$ cat config.mk
export PLATFORM = sky130hd
export DESIGN_NAME = epoch_ms_to_calendar
export DESIGN_NICKNAME = d
export VERILOG_FILES = /design/src/rtl/ems2cal_pkg.sv /design/src/rtl/epoch_ms_to_calendar.sv
export SDC_FILE = /design/constraint.sdc
export NUM_CORES = 2
export LEC_CHECK = 0
export BUFFER_PORTS_ARGS = -buffer_cell sky130_fd_sc_hd__buf_2
export CAP_MARGIN = 10
export CORE_MARGIN = 2
export CORE_UTILIZATION = 30
export DETAILED_ROUTE_END_ITERATION = 8
export PLACE_DENSITY = 0.47
export SLEW_MARGIN = 20
export SYNTH_ARGS = -nofsm -noshare
export SYNTH_HDL_FRONTEND = slang
export SYNTH_SLANG_ARGS = --single-unit
export TNS_END_PERCENT = 30
$ cat constraint.sdc
create_clock -name clock -period 17.05 [get_ports clock]
set_input_delay 0.8525 -clock clock [delete_from_list [all_inputs] [get_ports clock]]
set_output_delay 0.8525 -clock clock [all_outputs]
set_load 0.02 [all_outputs]
$ cat src/rtl/ems2cal_pkg.sv
package ems2cal_pkg;

   // Number of register stages between the request port and the result port.
   localparam int NUM_STAGES = 14;

   // Latest representable instant: 2100-01-01 00:00:00.000 in milliseconds.
   localparam logic [41:0] MAX_MILLIS = 42'd4102444800000;

   // Divisors and their scaled reciprocals (floor of 2^32 or 2^40 over the divisor).
   localparam logic [9:0]  MS_PER_SEC      = 10'd1000;
   localparam logic [22:0] RECIP_MS        = 23'd4294967;
   localparam logic [26:0] FOUR_YEAR_SEC   = 27'd126230400;
   localparam logic [13:0] RECIP_FOUR_YEAR = 14'd8710;
   localparam logic [16:0] DAY_SEC         = 17'd86400;
   localparam logic [15:0] RECIP_DAY       = 16'd49710;
   localparam logic [11:0] HOUR_SEC        = 12'd3600;
   localparam logic [20:0] RECIP_HOUR      = 21'd1193046;
   localparam logic [5:0]  MIN_SEC         = 6'd60;
   localparam logic [26:0] RECIP_MIN       = 27'd71582788;

   // Year boundaries inside a four-year block; the third year is the leap year.
   localparam logic [26:0] ONE_YEAR_SEC   = 27'd31536000;
   localparam logic [26:0] TWO_YEAR_SEC   = 27'd63072000;
   localparam logic [26:0] THREE_YEAR_SEC = 27'd94694400;

   // Largest year offset that the block can report.
   localparam logic [7:0] MAX_YEARS = 8'd130;

   typedef logic [8:0] yday_type;

   // Cumulative days at the end of each month.
   localparam yday_type CUM_NORMAL [12] = '{
      9'd31, 9'd59, 9'd90, 9'd120, 9'd151, 9'd181,
      9'd212, 9'd243, 9'd273, 9'd304, 9'd334, 9'd365};
   localparam yday_type CUM_LEAP [12] = '{
      9'd31, 9'd60, 9'd91, 9'd121, 9'd152, 9'd182,
      9'd213, 9'd244, 9'd274, 9'd305, 9'd335, 9'd366};

endpackage

$ cat src/rtl/epoch_ms_to_calendar.sv
// Throughput: one item per cycle while rsp_ready is high; each constant division
// is a reciprocal multiply stage followed by a correction stage, and these make
// up most of the depth.
// Stalls on the result side back up stage by stage, so bubbles are squeezed out.
// Reset (synchronous, active high) clears the stage valid bits only.
module epoch_ms_to_calendar (
   input  logic        clock,
   input  logic        reset,
   input  logic        req_valid,
   output logic        req_ready,
   input  logic [63:0] req_epoch_millis,
   output logic        rsp_valid,
   input  logic        rsp_ready,
   output logic [7:0]  rsp_years_since_1970,
   output logic [3:0]  rsp_month_number,
   output logic [4:0]  rsp_day_of_month,
   output logic [4:0]  rsp_hour_of_day,
   output logic [5:0]  rsp_minute_of_hour,
   output logic [5:0]  rsp_second_of_minute,
   output logic [9:0]  rsp_milli_part,
   output logic        rsp_was_clamped
);
   import ems2cal_pkg::*;

   // ---------------------------------------------------------------
   // Pipeline control: a stage loads when it is empty or its successor loads.
   // ---------------------------------------------------------------
   logic [NUM_STAGES-1:0] valid_ff;
   logic [NUM_STAGES-1:0] valid_in;
   logic [NUM_STAGES-1:0] valid_src;
   logic [NUM_STAGES:0]   stage_rdy;

   assign valid_src = {valid_ff[NUM_STAGES-2:0], req_valid};

   always_comb begin
      stage_rdy[NUM_STAGES] = rsp_ready;
      for (int k = NUM_STAGES - 1; k >= 0; k--) begin
         stage_rdy[k] = !valid_ff[k] || stage_rdy[k+1];
      end
   end

   always_comb begin
      for (int k = 0; k < NUM_STAGES; k++) begin
         valid_in[k] = stage_rdy[k] ? valid_src[k] : valid_ff[k];
      end
   end

   always_ff @(posedge clock) begin
      if (reset) begin
         valid_ff <= '0;
      end else begin
         valid_ff <= valid_in;
      end
   end

   assign req_ready = stage_rdy[0];
   assign rsp_valid = valid_ff[NUM_STAGES-1];

   // ---------------------------------------------------------------
   // Stage 1: saturate the input at the first instant of 2100.
   // ---------------------------------------------------------------
   logic [41:0] s1_ms_ff, s1_ms_in;
   logic        s1_clamp_ff, s1_clamp_in;

   assign s1_clamp_in = req_epoch_millis > {22'd0, MAX_MILLIS};
   assign s1_ms_in    = s1_clamp_in ? MAX_MILLIS : req_epoch_millis[41:0];

   always_ff @(posedge clock) begin
      if (stage_rdy[0]) begin
         s1_ms_ff    <= s1_ms_in;
         s1_clamp_ff <= s1_clamp_in;
      end
   end

   // ---------------------------------------------------------------
   // Stage 2: estimate the upper 21 bits divided by 1000.
   // ---------------------------------------------------------------
   logic [43:0] s2_prod;
   logic [11:0] s2_qa_ff, s2_qa_in;
   logic [41:0] s2_ms_ff;
   logic        s2_clamp_ff;

   assign s2_prod  = 44'(s1_ms_ff[41:21]) * 44'(RECIP_MS);
   assign s2_qa_in = s2_prod[43:32];

   always_ff @(posedge clock) begin
      if (stage_rdy[1]) begin
         s2_qa_ff    <= s2_qa_in;
         s2_ms_ff    <= s1_ms_ff;
         s2_clamp_ff <= s1_clamp_ff;
      end
   end

   // ---------------------------------------------------------------
   // Stage 3: correct the upper quotient and keep its remainder.
   // ---------------------------------------------------------------
   logic [21:0] s3_rest;
   logic        s3_fix;
   logic [11:0] s3_qa_ff, s3_qa_in;
   logic [9:0]  s3_ra_ff, s3_ra_in;
   logic [20:0] s3_b_ff;
   logic        s3_clamp_ff;

   assign s3_rest  = 22'(s2_ms_ff[41:21]) - 22'(s2_qa_ff) * 22'(MS_PER_SEC);
   assign s3_fix   = s3_rest >= 22'(MS_PER_SEC);
   assign s3_qa_in = s2_qa_ff + 12'(s3_fix);
   assign s3_ra_in = s3_fix ? 10'(s3_rest - 22'(MS_PER_SEC)) : s3_rest[9:0];

   always_ff @(posedge clock) begin
      if (stage_rdy[2]) begin
         s3_qa_ff    <= s3_qa_in;
         s3_ra_ff    <= s3_ra_in;
         s3_b_ff     <= s2_ms_ff[20:0];
         s3_clamp_ff <= s2_clamp_ff;
      end
   end

   // ---------------------------------------------------------------
   // Stage 4: estimate the lower part (remainder and low bits) over 1000.
   // ---------------------------------------------------------------
   logic [30:0] s4_x_in;
   logic [53:0] s4_prod;
   logic [30:0] s4_x_ff;
   logic [20:0] s4_q_ff, s4_q_in;
   logic [11:0] s4_qa_ff;
   logic        s4_clamp_ff;

   assign s4_x_in = {s3_ra_ff, s3_b_ff};
   assign s4_prod = 54'(s4_x_in) * 54'(RECIP_MS);
   assign s4_q_in = s4_prod[52:32];

   always_ff @(posedge clock) begin
      if (stage_rdy[3]) begin
         s4_x_ff     <= s4_x_in;
         s4_q_ff     <= s4_q_in;
         s4_qa_ff    <= s3_qa_ff;
         s4_clamp_ff <= s3_clamp_ff;
      end
   end

   // ---------------------------------------------------------------
   // Stage 5: correct, giving whole seconds and the millisecond part.
   // ---------------------------------------------------------------
   logic [31:0] s5_rest;
   logic        s5_fix;
   logic [20:0] s5_q;
   logic [31:0] s5_secs_ff, s5_secs_in;
   logic [9:0]  s5_milli_ff, s5_milli_in;
   logic        s5_clamp_ff;

   assign s5_rest     = 32'(s4_x_ff) - 32'(s4_q_ff) * 32'(MS_PER_SEC);
   assign s5_fix      = s5_rest >= 32'(MS_PER_SEC);
   assign s5_q        = s4_q_ff + 21'(s5_fix);
   assign s5_milli_in = s5_fix ? 10'(s5_rest - 32'(MS_PER_SEC)) : s5_rest[9:0];
   assign s5_secs_in  = {s4_qa_ff[10:0], s5_q};

   always_ff @(posedge clock) begin
      if (stage_rdy[4]) begin
         s5_secs_ff  <= s5_secs_in;
         s5_milli_ff <= s5_milli_in;
         s5_clamp_ff <= s4_clamp_ff;
      end
   end

   // ---------------------------------------------------------------
   // Stage 6: estimate the number of four-year blocks.
   // ---------------------------------------------------------------
   logic [45:0] s6_prod;
   logic [5:0]  s6_q4_ff, s6_q4_in;
   logic [31:0] s6_secs_ff;
   logic [9:0]  s6_milli_ff;
   logic        s6_clamp_ff;

   assign s6_prod  = 46'(s5_secs_ff) * 46'(RECIP_FOUR_YEAR);
   assign s6_q4_in = s6_prod[45:40];

   always_ff @(posedge clock) begin
      if (stage_rdy[5]) begin
         s6_q4_ff    <= s6_q4_in;
         s6_secs_ff  <= s5_secs_ff;
         s6_milli_ff <= s5_milli_ff;
         s6_clamp_ff <= s5_clamp_ff;
      end
   end

   // ---------------------------------------------------------------
   // Stage 7: correct the block count and find seconds into the block.
   // ---------------------------------------------------------------
   logic [31:0] s7_rest;
   logic        s7_fix;
   logic [5:0]  s7_q4_ff, s7_q4_in;
   logic [26:0] s7_rem_ff, s7_rem_in;
   logic [9:0]  s7_milli_ff;
   logic        s7_clamp_ff;

   assign s7_rest   = s6_secs_ff - 32'(s6_q4_ff) * 32'(FOUR_YEAR_SEC);
   assign s7_fix    = s7_rest >= 32'(FOUR_YEAR_SEC);
   assign s7_q4_in  = s6_q4_ff + 6'(s7_fix);
   assign s7_rem_in = s7_fix ? 27'(s7_rest - 32'(FOUR_YEAR_SEC)) : s7_rest[26:0];

   always_ff @(posedge clock) begin
      if (stage_rdy[6]) begin
         s7_q4_ff    <= s7_q4_in;
         s7_rem_ff   <= s7_rem_in;
         s7_milli_ff <= s6_milli_ff;
         s7_clamp_ff <= s6_clamp_ff;
      end
   end

   // ---------------------------------------------------------------
   // Stage 8: pick the year within the block and note the leap year.
   // ---------------------------------------------------------------
   logic        s8_ge1, s8_ge2, s8_ge3;
   logic [1:0]  s8_yoff;
   logic [26:0] s8_base;
   logic [7:0]  s8_years_ff, s8_years_in;
   logic [24:0] s8_remy_ff, s8_remy_in;
   logic        s8_leap_ff, s8_leap_in;
   logic [9:0]  s8_milli_ff;
   logic        s8_clamp_ff;

   assign s8_ge1 = s7_rem_ff >= ONE_YEAR_SEC;
   assign s8_ge2 = s7_rem_ff >= TWO_YEAR_SEC;
   assign s8_ge3 = s7_rem_ff >= THREE_YEAR_SEC;

   always_comb begin
      if (s8_ge3) begin
         s8_yoff = 2'd3;
         s8_base = THREE_YEAR_SEC;
      end else if (s8_ge2) begin
         s8_yoff = 2'd2;
         s8_base = TWO_YEAR_SEC;
      end else if (s8_ge1) begin
         s8_yoff = 2'd1;
         s8_base = ONE_YEAR_SEC;
      end else begin
         s8_yoff = 2'd0;
         s8_base = '0;
      end
   end

   assign s8_leap_in  = s8_ge2 && !s8_ge3;
   assign s8_remy_in  = 25'(s7_rem_ff - s8_base);
   assign s8_years_in = {s7_q4_ff, s8_yoff};

   always_ff @(posedge clock) begin
      if (stage_rdy[7]) begin
         s8_years_ff <= s8_years_in;
         s8_remy_ff  <= s8_remy_in;
         s8_leap_ff  <= s8_leap_in;
         s8_milli_ff <= s7_milli_ff;
         s8_clamp_ff <= s7_clamp_ff;
      end
   end

   // ---------------------------------------------------------------
   // Stage 9: estimate the day of the year.
   // ---------------------------------------------------------------
   logic [40:0] s9_prod;
   logic [8:0]  s9_yday_ff, s9_yday_in;
   logic [24:0] s9_remy_ff;
   logic [7:0]  s9_years_ff;
   logic        s9_leap_ff;
   logic [9:0]  s9_milli_ff;
   logic        s9_clamp_ff;

   assign s9_prod    = 41'(s8_remy_ff) * 41'(RECIP_DAY);
   assign s9_yday_in = s9_prod[40:32];

   always_ff @(posedge clock) begin
      if (stage_rdy[8]) begin
         s9_yday_ff  <= s9_yday_in;
         s9_remy_ff  <= s8_remy_ff;
         s9_years_ff <= s8_years_ff;
         s9_leap_ff  <= s8_leap_ff;
         s9_milli_ff <= s8_milli_ff;
         s9_clamp_ff <= s8_clamp_ff;
      end
   end

   // ---------------------------------------------------------------
   // Stage 10: correct the day of the year and keep seconds into the day.
   // ---------------------------------------------------------------
   logic [24:0] s10_rest;
   logic        s10_fix;
   logic [8:0]  s10_yday_ff, s10_yday_in;
   logic [16:0] s10_remd_ff, s10_remd_in;
   logic [7:0]  s10_years_ff;
   logic        s10_leap_ff;
   logic [9:0]  s10_milli_ff;
   logic        s10_clamp_ff;

   assign s10_rest    = s9_remy_ff - 25'(s9_yday_ff) * 25'(DAY_SEC);
   assign s10_fix     = s10_rest >= 25'(DAY_SEC);
   assign s10_yday_in = s9_yday_ff + 9'(s10_fix);
   assign s10_remd_in = s10_fix ? 17'(s10_rest - 25'(DAY_SEC)) : s10_rest[16:0];

   always_ff @(posedge clock) begin
      if (stage_rdy[9]) begin
         s10_yday_ff  <= s10_yday_in;
         s10_remd_ff  <= s10_remd_in;
         s10_years_ff <= s9_years_ff;
         s10_leap_ff  <= s9_leap_ff;
         s10_milli_ff <= s9_milli_ff;
         s10_clamp_ff <= s9_clamp_ff;
      end
   end

   // ---------------------------------------------------------------
   // Stage 11: month and day from the tables; estimate the hour.
   // ---------------------------------------------------------------
   yday_type    s11_prev;
   logic [3:0]  s11_midx;
   logic [3:0]  s11_month_ff, s11_month_in;
   logic [4:0]  s11_day_ff, s11_day_in;
   logic [37:0] s11_prod;
   logic [4:0]  s11_hour_ff, s11_hour_in;
   logic [16:0] s11_remd_ff;
   logic [7:0]  s11_years_ff;
   logic [9:0]  s11_milli_ff;
   logic        s11_clamp_ff;

   always_comb begin
      s11_midx = '0;
      s11_prev = '0;
      for (int i = 0; i < 11; i++) begin
         if (s10_yday_ff >= (s10_leap_ff ? CUM_LEAP[i] : CUM_NORMAL[i])) begin
            s11_midx = 4'(i + 1);
            s11_prev = s10_leap_ff ? CUM_LEAP[i] : CUM_NORMAL[i];
         end
      end
   end

   assign s11_month_in = s11_midx + 4'd1;
   assign s11_day_in   = 5'(s10_yday_ff - s11_prev + 9'd1);
   assign s11_prod     = 38'(s10_remd_ff) * 38'(RECIP_HOUR);
   assign s11_hour_in  = s11_prod[36:32];

   always_ff @(posedge clock) begin
      if (stage_rdy[10]) begin
         s11_month_ff <= s11_month_in;
         s11_day_ff   <= s11_day_in;
         s11_hour_ff  <= s11_hour_in;
         s11_remd_ff  <= s10_remd_ff;
         s11_years_ff <= s10_years_ff;
         s11_milli_ff <= s10_milli_ff;
         s11_clamp_ff <= s10_clamp_ff;
      end
   end

   // ---------------------------------------------------------------
   // Stage 12: correct the hour and keep seconds into the hour.
   // ---------------------------------------------------------------
   logic [16:0] s12_rest;
   logic        s12_fix;
   logic [4:0]  s12_hour_ff, s12_hour_in;
   logic [11:0] s12_remh_ff, s12_remh_in;
   logic [3:0]  s12_month_ff;
   logic [4:0]  s12_day_ff;
   logic [7:0]  s12_years_ff;
   logic [9:0]  s12_milli_ff;
   logic        s12_clamp_ff;

   assign s12_rest    = s11_remd_ff - 17'(s11_hour_ff) * 17'(HOUR_SEC);
   assign s12_fix     = s12_rest >= 17'(HOUR_SEC);
   assign s12_hour_in = s11_hour_ff + 5'(s12_fix);
   assign s12_remh_in = s12_fix ? 12'(s12_rest - 17'(HOUR_SEC)) : s12_rest[11:0];

   always_ff @(posedge clock) begin
      if (stage_rdy[11]) begin
         s12_hour_ff  <= s12_hour_in;
         s12_remh_ff  <= s12_remh_in;
         s12_month_ff <= s11_month_ff;
         s12_day_ff   <= s11_day_ff;
         s12_years_ff <= s11_years_ff;
         s12_milli_ff <= s11_milli_ff;
         s12_clamp_ff <= s11_clamp_ff;
      end
   end

   // ---------------------------------------------------------------
   // Stage 13: estimate the minute.
   // ---------------------------------------------------------------
   logic [38:0] s13_prod;
   logic [5:0]  s13_min_ff, s13_min_in;
   logic [11:0] s13_remh_ff;
   logic [4:0]  s13_hour_ff;
   logic [3:0]  s13_month_ff;
   logic [4:0]  s13_day_ff;
   logic [7:0]  s13_years_ff;
   logic [9:0]  s13_milli_ff;
   logic        s13_clamp_ff;

   assign s13_prod   = 39'(s12_remh_ff) * 39'(RECIP_MIN);
   assign s13_min_in = s13_prod[37:32];

   always_ff @(posedge clock) begin
      if (stage_rdy[12]) begin
         s13_min_ff   <= s13_min_in;
         s13_remh_ff  <= s12_remh_ff;
         s13_hour_ff  <= s12_hour_ff;
         s13_month_ff <= s12_month_ff;
         s13_day_ff   <= s12_day_ff;
         s13_years_ff <= s12_years_ff;
         s13_milli_ff <= s12_milli_ff;
         s13_clamp_ff <= s12_clamp_ff;
      end
   end

   // ---------------------------------------------------------------
   // Stage 14: correct the minute and second; this is the output register.
   // ---------------------------------------------------------------
   logic [11:0] s14_rest;
   logic        s14_fix;
   logic [5:0]  s14_min_ff, s14_min_in;
   logic [5:0]  s14_sec_ff, s14_sec_in;
   logic [4:0]  s14_hour_ff;
   logic [3:0]  s14_month_ff;
   logic [4:0]  s14_day_ff;
   logic [7:0]  s14_years_ff;
   logic [9:0]  s14_milli_ff;
   logic        s14_clamp_ff;

   assign s14_rest   = s13_remh_ff - 12'(s13_min_ff) * 12'(MIN_SEC);
   assign s14_fix    = s14_rest >= 12'(MIN_SEC);
   assign s14_min_in = s13_min_ff + 6'(s14_fix);
   assign s14_sec_in = s14_fix ? 6'(s14_rest - 12'(MIN_SEC)) : s14_rest[5:0];

   always_ff @(posedge clock) begin
      if (stage_rdy[13]) begin
         s14_min_ff   <= s14_min_in;
         s14_sec_ff   <= s14_sec_in;
         s14_hour_ff  <= s13_hour_ff;
         s14_month_ff <= s13_month_ff;
         s14_day_ff   <= s13_day_ff;
         s14_years_ff <= s13_years_ff;
         s14_milli_ff <= s13_milli_ff;
         s14_clamp_ff <= s13_clamp_ff;
      end
   end

   assign rsp_years_since_1970 = s14_years_ff;
   assign rsp_month_number     = s14_month_ff;
   assign rsp_day_of_month     = s14_day_ff;
   assign rsp_hour_of_day      = s14_hour_ff;
   assign rsp_minute_of_hour   = s14_min_ff;
   assign rsp_second_of_minute = s14_sec_ff;
   assign rsp_milli_part       = s14_milli_ff;
   assign rsp_was_clamped      = s14_clamp_ff;

endmodule

==> impl_metrics.py <==
metrics = {
    "outcome": {
        "status": "completed",
    },
    "cells_and_area": {
        "final_common_cell": "ha_1",
        "drive_gt1_share_pct": 5.290,
        "synthToLayoutAreaGrowth_pct": 10.37,
        "final_cell_mix": "ha_1, inv_1, fa_1",
        "fin_nets": 8892,
        "fin_cells": 9879,
    },
    "detailed_routing": {
        "drtPass1Iterations": 5,
        "met1_length_mm": 72.93,
        "wl_met3_mm": 4.358,
        "via_count": 44560,
        "drt-initial-drc-count": 1680,
        "viasPerCell": 4.510,
        "highest_layer": "met5",
        "post-route-drc-count": 0,
        "routed_wl_mm": 157.1,
        "wl_per_cell_um": 15.90,
        "wl_met2_mm": 75.92,
        "ant_nets": 0,
    },
    "floorplanning": {
        "die_area_mm2": 0.2445,
        "core_area_mm2": 0.2399,
        "start_util_pct": 30.09,
        "dieWidth_um": 494.5,
        "io_pins": 115,
        "row_count": 180,
        "die_h_um": 494.5,
    },
    "sta": {
        "hold_slack_ps": 405.9,
        "slew_headroom_pct": 32.57,
        "setup_tns_ps": 0,
        "finalHoldViolations": 0,
        "final_max_slew_viol_count": 0,
        "rsz0062_at_grt": "no",
        "period_needed_ps": 9092,
        "worst_pin_slew_ps": 1011,
        "period_share_pct": 53.32,
        "setup_violations": 0,
        "max_freq_ghz": 0.1100,
        "fin_worst_skew_ps": 43.60,
    },
    "clocking": {
        "path_clk_slew_ps": 70,
        "cts_buffers": 82,
        "clock_sinks": 691,
        "ctsHtreeMaxLevel": 3,
        "cts_hold_buffers": 0,
        "post_cts_buffers": 0,
        "clockBufferDepth": 3,
        "cts_tree": "done",
        "cts-root-buf": "clkbuf_16",
        "clock_latency_ps": 720,
        "cts_resized": 0,
    },
    "place": {
        "dp_cells": 9728,
        "port_buffers": 114,
        "routabilityCongestion": 0.8264,
        "dp_hpwl_mm": 130.2,
    },
    "worst_setup_path": {
        "crit_fanout": 10,
        "path_buf_inv": 2,
        "cp_slowest_cell": "fa_1",
        "path_delay_family": "adder cells",
        "cp_common_cell": "fa_1",
        "critical_path_arrival_ps": 9530,
        "crit_type": "flip-flop to flip-flop",
        "critPathRequiredTime_ps": 17490,
        "start_kind": "flip-flop",
        "slowest_delay_ps": 560,
        "endpoint_kind": "flip-flop",
    },
    "logic_synthesis": {
        "syn-mean-instance-area_um2": 11.21,
        "synthArstFlopShare_pct": 0,
        "synthesis.nets": 8706,
        "ys_ff_latch": 691,
        "yosysWarningCount": 0,
        "synth_cell_types": 107,
        "synth_edf_count": 677,
        "synth_cells": 6441,
        "synthFlopType": "edfxtp_1",
        "syn_area_mm2": 0.07217,
        "seq_area_frac_synth_pct": 28.56,
    },
    "grt": {
        "grt_pass1_vias": 47610,
        "grt_antenna_before_repair": 6,
        "overflow": 0,
        "grt_pass1_wl_mm": 257.6,
        "grt_max_degree": 67,
        "grtUsageTotal_pct": 13.24,
    },
    "worst_hold_path": {
        "hp-class": "flip-flop to flip-flop",
    },
    "flow_run": {
        "maxCapViolCount": 0,
    },
}
## sequential cells by signal, indices dropped and copies added (netlist names), 12 cells and up
signal       count
s10_remd_ff     17
s11_remd_ff     17
s12_remh_ff     12
s13_remh_ff     12
s1_ms_ff        42
s2_ms_ff        42
s2_qa_ff        12
s3_b_ff         21
s4_q_ff         21
s4_x_ff         31
s5_secs_ff      32
s6_secs_ff      32
s7_rem_ff       27
s8_remy_ff      25
s9_remy_ff      25
valid_ff        14
## cell families after synthesis
kind of cell             share of synthesized area [%]
buffers and inverters                            7.860
adder cells (fa/ha/maj)                          45.60
AND/OR/NAND/NOR                                  6.387
XOR/XNOR                                         3.717
flip-flops                                       28.56
AO/OA/AOI/OAI                                    7.605
multiplexers                                    0.2774
## worst reg2reg max path, delay by kind of cell, from the launching register on
kind | cells | cell delay [ps]
xor+xnor | 2 | 230
compound gates | 10 | 2170
flops | 1 | 420
fa+ha+maj | 7 | 3290
simple gates | 12 | 2360
buf+inv | 2 | 350
## cell usage after synthesis (15+ instances only)
cell	n	area [um2]
ha_1	1475	18460
inv_1	1468	5510
fa_1	722	14450
edfxtp_1	677	20330
a21oi_1	235	1176
nor2_1	220	825.8
xnor2_1	184	1612
nand2_1	172	645.6
o21ai_0	153	765.7
xor2_1	115	1007
a21o_1	94	705.7
nand3_1	76	380.4
nor3_1	73	365.4
nand2b_1	61	381.6
o21a_1	53	397.9
nand4_1	50	312.8
nor2b_1	49	306.5
and2_1	46	287.8
o21bai_1	33	247.7
a211oi_1	31	232.7
a31oi_1	26	162.7
nor4_1	26	162.7
and3_1	25	156.4
clkbuf_1	25	93.84
or2_2	24	150.1
o211ai_1	21	157.7
or3_1	21	131.4
o31ai_1	15	112.6
## metrics by stage
step / setup slack (ps) / utilization (%) / cell area, um2
3_3_place_gp: 8068 / 32.01 / 76780
6_report: 7958 / 33.21 / 79660
4_1_cts: 7943 / 33.21 / 79650
3_5_place_dp: 8015 / 32.01 / 76780
5_1_grt: 7206 / 33.21 / 79650
2_1_floorplan: 8694 / - / 72170
## path summary, 6_finish.rpt
| path | start | to | slack (ps) | depth (start not counted) |
|---|---|---|---|---|
| worst min-delay path | s8_years_ff[5] | s9_years_ff[5] | 410 | 0 |
| worst max-delay path | s4_q_ff[5] | s5_secs_ff[20] | 7960 | 33 |
| worst min register to register | s8_years_ff[5] | s9_years_ff[5] | 410 | 0 |
| worst max register to register | s4_q_ff[5] | s5_secs_ff[20] | 7960 | 33 |
## routing by layer
metal	global-route usage (%)	up-vias
met3	1.775	198
li1	-	22120
met1	17.35	21750
met4	3.399	4
met2	22.87	489
met5	0	-
## layout make-up
| cell class | count | area [um2] |
|---|---|---|
| Tap cell | 3185 | 3985 |
| Timing Repair Buffer | 138 | 750.7 |
| Inverter | 1468 | 5513 |
| Clock buffer | 94 | 2128 |
| Sequential cell | 691 | 20610 |
| Clock inverter | 55 | 739.5 |
| Multi-Input combinational cell | 4246 | 45930 |
| Fill cell | 24190 | 160200 |
| Antenna cell | 2 | 5.005 |
Power is not shown: default switching activity piles up to over one toggle a cycle in this logic, so the estimate is an artifact.
